==> src/rtl/core/dvc_pkg.sv <==
package dvc_pkg;

	localparam int unsigned GROUP_BITS = 7;
	localparam int unsigned CONT_BIT   = 7;
	localparam logic [6:0]  GROUP_MASK = 7'h7F;
	localparam logic [2:0]  MAX_GROUPS = 3'd5;

	// Register index of the one configuration register
	localparam logic REG_DIRECTION = 1'b0;

	// Direction codes
	localparam logic DIR_ENCODE = 1'b0;
	localparam logic DIR_DECODE = 1'b1;

	typedef struct packed {
		logic [31:0] position;
		logic [7:0]  code_byte;
		logic        list_start;
		logic        list_end;
	} dvc_in_t;

	typedef struct packed {
		logic [7:0]  out_byte;
		logic [31:0] out_position;
		logic        last;
		logic        error;
	} dvc_out_t;

	// One classified job between front and back: a delta to split into
	// groups, or a finished position to send out as is.
	typedef struct packed {
		logic        mode;
		logic [31:0] data;
		logic        err;
	} dvc_job_t;

endpackage

==> src/rtl/core/dvc_front.sv <==
module dvc_front import dvc_pkg::*; (
	input  logic     clk,
	input  logic     arst_n,
	input  logic     dir,
	input  logic     accept,
	input  dvc_in_t  item,
	output logic     job_push,
	output dvc_job_t job
);

	logic [31:0] prev_q;
	logic [31:0] sum_q;
	logic [31:0] part_q;
	logic [2:0]  gc_q;
	logic        ov_q;

	logic [31:0] prev_b;
	logic [31:0] sum_b;
	logic [31:0] part_b;
	logic [2:0]  gc_b;
	logic        ov_b;
	logic [6:0]  grp;
	logic [31:0] grp_shift;
	logic [31:0] part_n;
	logic [2:0]  gc_n;
	logic        ov_n;
	logic [31:0] sum_n;
	logic        term;

	always_comb begin
		prev_b = item.list_start ? '0 : prev_q;
		sum_b  = item.list_start ? '0 : sum_q;
		part_b = item.list_start ? '0 : part_q;
		gc_b   = item.list_start ? '0 : gc_q;
		ov_b   = item.list_start ? 1'b0 : ov_q;
		grp    = item.code_byte[6:0] & GROUP_MASK;

		// Place the group at 7*count; the fifth group keeps only 4 bits
		unique case (gc_b)
			3'd0: grp_shift = {25'b0, grp};
			3'd1: grp_shift = {18'b0, grp, 7'b0};
			3'd2: grp_shift = {11'b0, grp, 14'b0};
			3'd3: grp_shift = {4'b0, grp, 21'b0};
			3'd4: grp_shift = {grp[3:0], 28'b0};
			default: grp_shift = '0;
		endcase

		if (gc_b < MAX_GROUPS) begin
			part_n = part_b | grp_shift;
			gc_n   = gc_b + 3'd1;
			ov_n   = ov_b;
		end else begin
			part_n = part_b;
			gc_n   = gc_b;
			ov_n   = 1'b1;
		end
		term  = !item.code_byte[CONT_BIT] || item.list_end;
		sum_n = sum_b + part_n;

		job.mode = dir;
		if (dir == DIR_ENCODE) begin
			job.data = item.position - prev_b;
			job.err  = item.position < prev_b;
			job_push = accept;
		end else begin
			job.data = sum_n;
			job.err  = ov_n;
			job_push = accept && term;
		end
	end

	always_ff @(posedge clk or negedge arst_n) begin
		if (!arst_n) begin
			prev_q <= '0;
			sum_q  <= '0;
			part_q <= '0;
			gc_q   <= '0;
			ov_q   <= 1'b0;
		end else if (accept) begin
			if (dir == DIR_ENCODE) begin
				prev_q <= item.position;
			end else if (term) begin
				sum_q  <= sum_n;
				part_q <= '0;
				gc_q   <= '0;
				ov_q   <= 1'b0;
			end else begin
				sum_q  <= sum_b;
				part_q <= part_n;
				gc_q   <= gc_n;
				ov_q   <= ov_n;
			end
		end
	end

endmodule

==> src/rtl/core/dvc_queue.sv <==
module dvc_queue import dvc_pkg::*; #(
	parameter int unsigned DEPTH = 4
) (
	input  logic     clk,
	input  logic     arst_n,
	input  logic     wr,
	input  dvc_job_t wr_job,
	output logic     full,
	input  logic     rd,
	output logic     nonempty,
	output dvc_job_t rd_job
);

	localparam int unsigned AW = (DEPTH > 1) ? $clog2(DEPTH) : 1;
	localparam int unsigned CW = $clog2(DEPTH + 1);

	dvc_job_t        mem_q [DEPTH];
	logic [AW-1:0]   wp_q;
	logic [AW-1:0]   rp_q;
	logic [CW-1:0]   cnt_q;

	assign full     = (cnt_q == CW'(DEPTH));
	assign nonempty = (cnt_q != '0);
	assign rd_job   = mem_q[rp_q];

	always_ff @(posedge clk) begin
		if (wr) begin
			mem_q[wp_q] <= wr_job;
		end
	end

	always_ff @(posedge clk or negedge arst_n) begin
		if (!arst_n) begin
			wp_q  <= '0;
			rp_q  <= '0;
			cnt_q <= '0;
		end else begin
			if (wr) begin
				wp_q <= (wp_q == AW'(DEPTH - 1)) ? '0 : wp_q + AW'(1);
			end
			if (rd) begin
				rp_q <= (rp_q == AW'(DEPTH - 1)) ? '0 : rp_q + AW'(1);
			end
			if (wr && !rd) begin
				cnt_q <= cnt_q + CW'(1);
			end else if (rd && !wr) begin
				cnt_q <= cnt_q - CW'(1);
			end
		end
	end

endmodule

==> src/rtl/core/dvc_back.sv <==
module dvc_back import dvc_pkg::*; (
	input  logic     clk,
	input  logic     arst_n,
	input  logic     job_avail,
	input  dvc_job_t job_in,
	output logic     job_take,
	output logic     empty,
	input  logic     pop,
	output dvc_out_t result
);

	logic        job_vld_q;
	dvc_job_t    job_q;
	logic        out_vld_q;
	dvc_out_t    out_q;

	logic [31:0] rem;
	logic        cont;
	logic        done;
	logic        out_load;
	dvc_out_t    res_n;

	always_comb begin
		rem  = job_q.data >> GROUP_BITS;
		cont = (job_q.mode == DIR_ENCODE) && (rem != '0);
		done = !cont;

		res_n.error = job_q.err;
		if (job_q.mode == DIR_ENCODE) begin
			res_n.out_byte     = {cont, job_q.data[6:0] & GROUP_MASK};
			res_n.out_position = '0;
			res_n.last         = !cont;
		end else begin
			res_n.out_byte     = '0;
			res_n.out_position = job_q.data;
			res_n.last         = 1'b0;
		end

		out_load = job_vld_q && (!out_vld_q || pop);
		job_take = job_avail && (!job_vld_q || (out_load && done));
	end

	assign empty  = !out_vld_q;
	assign result = out_q;

	always_ff @(posedge clk) begin
		if (out_load) begin
			out_q <= res_n;
		end
		if (job_take) begin
			job_q <= job_in;
		end else if (out_load && cont) begin
			job_q.data <= rem;
		end
	end

	always_ff @(posedge clk or negedge arst_n) begin
		if (!arst_n) begin
			job_vld_q <= 1'b0;
			out_vld_q <= 1'b0;
		end else begin
			if (job_take) begin
				job_vld_q <= 1'b1;
			end else if (out_load && done) begin
				job_vld_q <= 1'b0;
			end
			if (out_load) begin
				out_vld_q <= 1'b1;
			end else if (pop) begin
				out_vld_q <= 1'b0;
			end
		end
	end

endmodule

==> src/rtl/core/delta_varint_codec_unit.sv <==
// Delta + LEB128 varint posting-list codec. With direction = 0 each pushed
// position has the previous position of its list subtracted (mod 2^32) and
// comes out as 1 to 5 bytes, low group first, bit 7 set on all but the final
// byte, which carries last; error marks a position below its predecessor and
// is repeated on every byte of that varint. With direction = 1 each pushed
// item is one code byte; a varint that ends (bit 7 clear, or list_end) adds
// into the running sum and one position comes out, with error set when the
// varint ran past five bytes. list_start restarts the list state of the mode
// in use. Rate: input takes one item per cycle while the job queue has room;
// output gives one transfer per cycle while popped, so an encode position
// holds the output until its bytes (1 to 5) are out and a decoded varint
// takes one input item per byte. The byte splitter in the back end is the
// limit for encode; the QUEUE_DEPTH job queue absorbs multi-byte bursts.
// Items pass the job queue, job register and output register. Direction is
// written over APB at address 0 and should only change while the codec is idle.
module delta_varint_codec_unit import dvc_pkg::*; #(
	parameter int unsigned QUEUE_DEPTH = 4
) (
	input  logic        clk,
	input  logic        arst_n,
	// input queue side
	input  logic        push,
	output logic        full,
	input  dvc_in_t     item,
	// result queue side
	output logic        empty,
	input  logic        pop,
	output dvc_out_t    result,
	// configuration
	input  logic        psel,
	input  logic        penable,
	input  logic        pwrite,
	input  logic [2:0]  paddr,
	input  logic [31:0] pwdata,
	output logic [31:0] prdata,
	output logic        pready
);

	logic     dir_q;
	logic     accept;
	logic     job_push;
	dvc_job_t job_f;
	logic     q_full;
	logic     q_nonempty;
	logic     q_take;
	dvc_job_t job_b;
	logic     cfg_wr;

	// Configuration register: index is paddr[2], only index 0 exists
	assign pready = 1'b1;
	assign cfg_wr = psel && penable && pwrite && pready;

	always_ff @(posedge clk or negedge arst_n) begin
		if (!arst_n) begin
			dir_q <= DIR_ENCODE;
		end else if (cfg_wr && (paddr[2] == REG_DIRECTION)) begin
			dir_q <= pwdata[0];
		end
	end

	assign prdata = (paddr[2] == REG_DIRECTION) ? {31'b0, dir_q} : '0;

	// Front: accepts a transfer whenever the job queue has room
	assign full   = q_full;
	assign accept = push && !q_full;

	dvc_front u_front (
		.clk      (clk),
		.arst_n   (arst_n),
		.dir      (dir_q),
		.accept   (accept),
		.item     (item),
		.job_push (job_push),
		.job      (job_f)
	);

	dvc_queue #(
		.DEPTH (QUEUE_DEPTH)
	) u_queue (
		.clk      (clk),
		.arst_n   (arst_n),
		.wr       (job_push),
		.wr_job   (job_f),
		.full     (q_full),
		.rd       (q_take),
		.nonempty (q_nonempty),
		.rd_job   (job_b)
	);

	// Back: one result per cycle into the output register while it is empty or popped
	dvc_back u_back (
		.clk       (clk),
		.arst_n    (arst_n),
		.job_avail (q_nonempty),
		.job_in    (job_b),
		.job_take  (q_take),
		.empty     (empty),
		.pop       (pop),
		.result    (result)
	);

	// A job is never written into a full queue
	a_no_overflow: assert property (@(posedge clk) disable iff (!arst_n)
		!(job_push && q_full))
		else $error("job queue overflow");

	// A continued byte is never the final one
	a_cont_not_last: assert property (@(posedge clk) disable iff (!arst_n)
		(!empty && result.out_byte[7]) |-> !result.last)
		else $error("continued byte marked last");

	// A final encode byte never carries a position
	a_last_no_pos: assert property (@(posedge clk) disable iff (!arst_n)
		(!empty && result.last) |-> (result.out_position == '0))
		else $error("encode result carries a position");

	// A taken job is always backed by a queue entry
	a_take_valid: assert property (@(posedge clk) disable iff (!arst_n)
		q_take |-> q_nonempty)
		else $error("job taken from empty queue");

endmodule

==> config.mk <==
export PLATFORM = sky130hd
export DESIGN_NAME = delta_varint_codec_unit
export DESIGN_NICKNAME = d
export VERILOG_FILES = /design/src/rtl/core/dvc_pkg.sv /design/src/rtl/core/dvc_front.sv /design/src/rtl/core/dvc_queue.sv /design/src/rtl/core/dvc_back.sv /design/src/rtl/core/delta_varint_codec_unit.sv
export SDC_FILE = /design/constraint.sdc
export NUM_CORES = 1
export LEC_CHECK = 0
export ABC_AREA = 1
export BUFFER_PORTS_ARGS = -buffer_cell sky130_fd_sc_hd__buf_2
export CAP_MARGIN = 10
export CORE_AREA = 2 2 254 256
export DETAILED_ROUTE_END_ITERATION = 8
export DIE_AREA = 0 0 256 258
export SLEW_MARGIN = 20
export SYNTH_ARGS = -nofsm -noshare
export SYNTH_HDL_FRONTEND = slang
export SYNTH_SLANG_ARGS = --single-unit
==> constraint.sdc <==
create_clock -name clk -period 4.85 [get_ports clk]
set_clock_uncertainty 0.2 [all_clocks]
set_input_delay 0.2425 -clock clk [delete_from_list [all_inputs] [get_ports clk]]
set_output_delay 0.2425 -clock clk [all_outputs]
set_load 0.01 [all_outputs]
==> reports/metrics.yaml <==
cts_buffers: 37
maxCapViolations: 0
min-delay-path-class: "input pin to async pin"
postSynthAreaPerCell_um2: 7.95
vias_per_cell: 4.48
die-area_um2: 66000
synth_top_area_share_pct: 33.9
yosysTopAreaCell: "edfxtp_1"
cts_buffer_depth: 3
grt_pass1_wl_mm: 78.4
cts_tree: "built"
ir_drop_uv: 275
startpoint_type: "flop"
h-tree-depth: 2
nets: 2646
dp.cells: 3267
drc: 0
period_needed_ps: 3550
post-dp-hpwl_mm: 36.3
vias: 15100
clock_latency_ps: 580
ys_ff_latch: 322
grt_start_max_net_pins: 57
first_pass_iters: 7
antenna_found_initial: 1
synth_area_um2: 18800
layout-drive-gt1-share_pct: 9.49
fin_setup_tns_ps: 0
place_congestion: 0.926
crit_arrival_ps: 3600
ctsResizeCount: 0
slew-limit-headroom_pct: 35.4
ys.flop_type: "edfxtp_1"
min_period_over_period_pct: 73.2
setup_slack_ps: 1300
rows: 93
ys_types: 44
synth.most_common_cell: "nand2_1"
stdcell_count: 3376
drt_wl_total_mm: 49.7
detail_route.wl_per_cell_um: 14.7
netlist_top_cells_count: "nand2_1, inv_1, nor2_1, edfxtp_1, nand3_1"
yosys-top-cells-area: "edfxtp_1, dfrtp_1, nand2_1"
slew_violations: 0
io_pins: 161
holdWs_ps: 53.9
crit_fanout: 7
grt_setup_unrepaired: "no"
cts-root-buf: "clkbuf_16"
track_usage_pct: 15.0
post-cts-setup-buffers: 0
initial_core_util_pct: 29.5
r2r_cells: 20
worst_pin_slew_ps: 966
async_reset_ff_share_pct: 34.2
endpoint_kind: "flop"
p_leak_nw: 10.4
power.density_nw_per_um2: 533
design_area_um2: 21700
setup_violations: 0
placed_area_um2: 20100
final_util_pct: 34.1
clock.fmax_mhz: 282
die_w_um: 256
finalHoldViolCount: 0
drt_iter0_markers: 1052
clk_pin_slew_ps: 60
die-height_um: 258
antenna_left: 0
yosysSeqAreaShare_pct: 48.5
grt_overflow: 0
p_total_mw: 11.6
synth_edf_count: 212
cp.required_ps: 4900
cts.sinks: 322
n_fill_cell: 6672
preCtsSetupSlack_ps: 1020
syn-instance-count: 2367
yosys_warnings: 0
area_delta_synth_final_pct: 15.4
port_buffers: 95
outcome: "finished, final reports clean"
grt_pass1_vias: 14200
design.core.area_um2: 63600
worstSetupPathType: "flop to flop"
[cell usage in the layout, fill, tap and decap left out, types with 47 or more instances in the layout]
| cell | instances |
|---|---|
| nand2_1 | 701 |
| inv_1 | 404 |
| nor2_1 | 223 |
| edfxtp_1 | 212 |
| nand3_1 | 149 |
| o21ai_0 | 136 |
| dfrtp_1 | 109 |
| buf_2 | 94 |
| o22ai_1 | 71 |
| ha_1 | 69 |
| a21oi_1 | 47 |
[critical path, cell delays in order, from the launching register on]
cell	delay [ps]
dfrtp_1	410
nand2_1	100
nand2_1	80
inv_1	70
nand2_1	190
o22ai_1	250
ha_1	220
inv_1	60
fa_1	440
inv_1	100
nand3_1	70
nand2_1	150
nand2_1	70
nand2_1	100
nand2_1	60
nand2_1	140
nand2_1	90
nand2_1	60
nand2_1	60
nand3_1	90
nand2_1	200
[registers in the layout (all words and copies together) (netlist names), 2 cells and up]
signal / count
u_queue.mem_q: 136
u_back.result: 42
u_back.job_q: 34
u_front.part_q: 32
u_front.prev_q: 32
u_front.sum_q: 32
u_front.gc_q: 3
u_queue.cnt_q: 3
u_queue.rp_q: 2
u_queue.wp_q: 2
[worst paths after layout]
| check | slack [ps] | to | startpoint |
|---|---|---|---|
| min in group clk | 100 | u_front.part_q[28] | item[2] |
| max in group asynchronous | 3410 | u_queue.rp_q[0] | arst_n |
| worst min register to register | 220 | u_back.result[0] | u_back.job_q[0] |
| worst min-delay path | 50 | u_front.prev_q[25] | arst_n |
| worst max-delay path | 1300 | u_queue.mem_q[3][23] | u_front.gc_q[1] |
| worst max register to register | 1300 | u_queue.mem_q[3][23] | u_front.gc_q[1] |
[routing by layer]
layer  global-route usage (%)  wire length, um  vias to the layer above
li1                         -                -                     7757
met1                     19.4            22300                     6937
met2                     25.7            23500                      350
met3                     2.62             2550                       67
met4                     4.26             1350                        0
met5                        0                0                        -
[final cells by class]
type	instances	area, um^2	share of cell area (%)
repair buffers	158	1050	4.83
multi-input cells	1561	7710	35.5
inverters	410	1540	7.10
clock buffers	49	1010	4.66
clock inverters	19	204	0.939
flip-flops and latches	322	9120	42.0
diodes	2	5.00	0.0231
well taps	855	1070	4.93
[report_power, final]
part	switching [mW]	total (mW)	internal, mW	leakage, nW
registers	0.384	4.52	4.13	3.44
clock network	1.17	2.77	1.60	0.595
logic	2.94	4.29	1.35	6.41
total	4.50	11.6	7.08	10.4
[logic make-up (layout without fill, tap and decap cells)]
logic type	count (synthesis)	count (layout)	share of synthesized area (%)
xor+xnor	16	16	0.745
buf+inv	514	636	11.3
compound gates	280	280	8.32
other cells	2	34	0.0399
simple gates	1130	1130	24.3
fa+ha+maj	72	72	4.91
flops	322	322	48.5
mux	31	31	1.85
[repair_timing]
action	in CTS	in global routing
hold buffers	39	0
hold endpoints to repair	92	0
setup endpoints to repair	0	0
No activity file was read; power rests on OpenSTA's default activity.
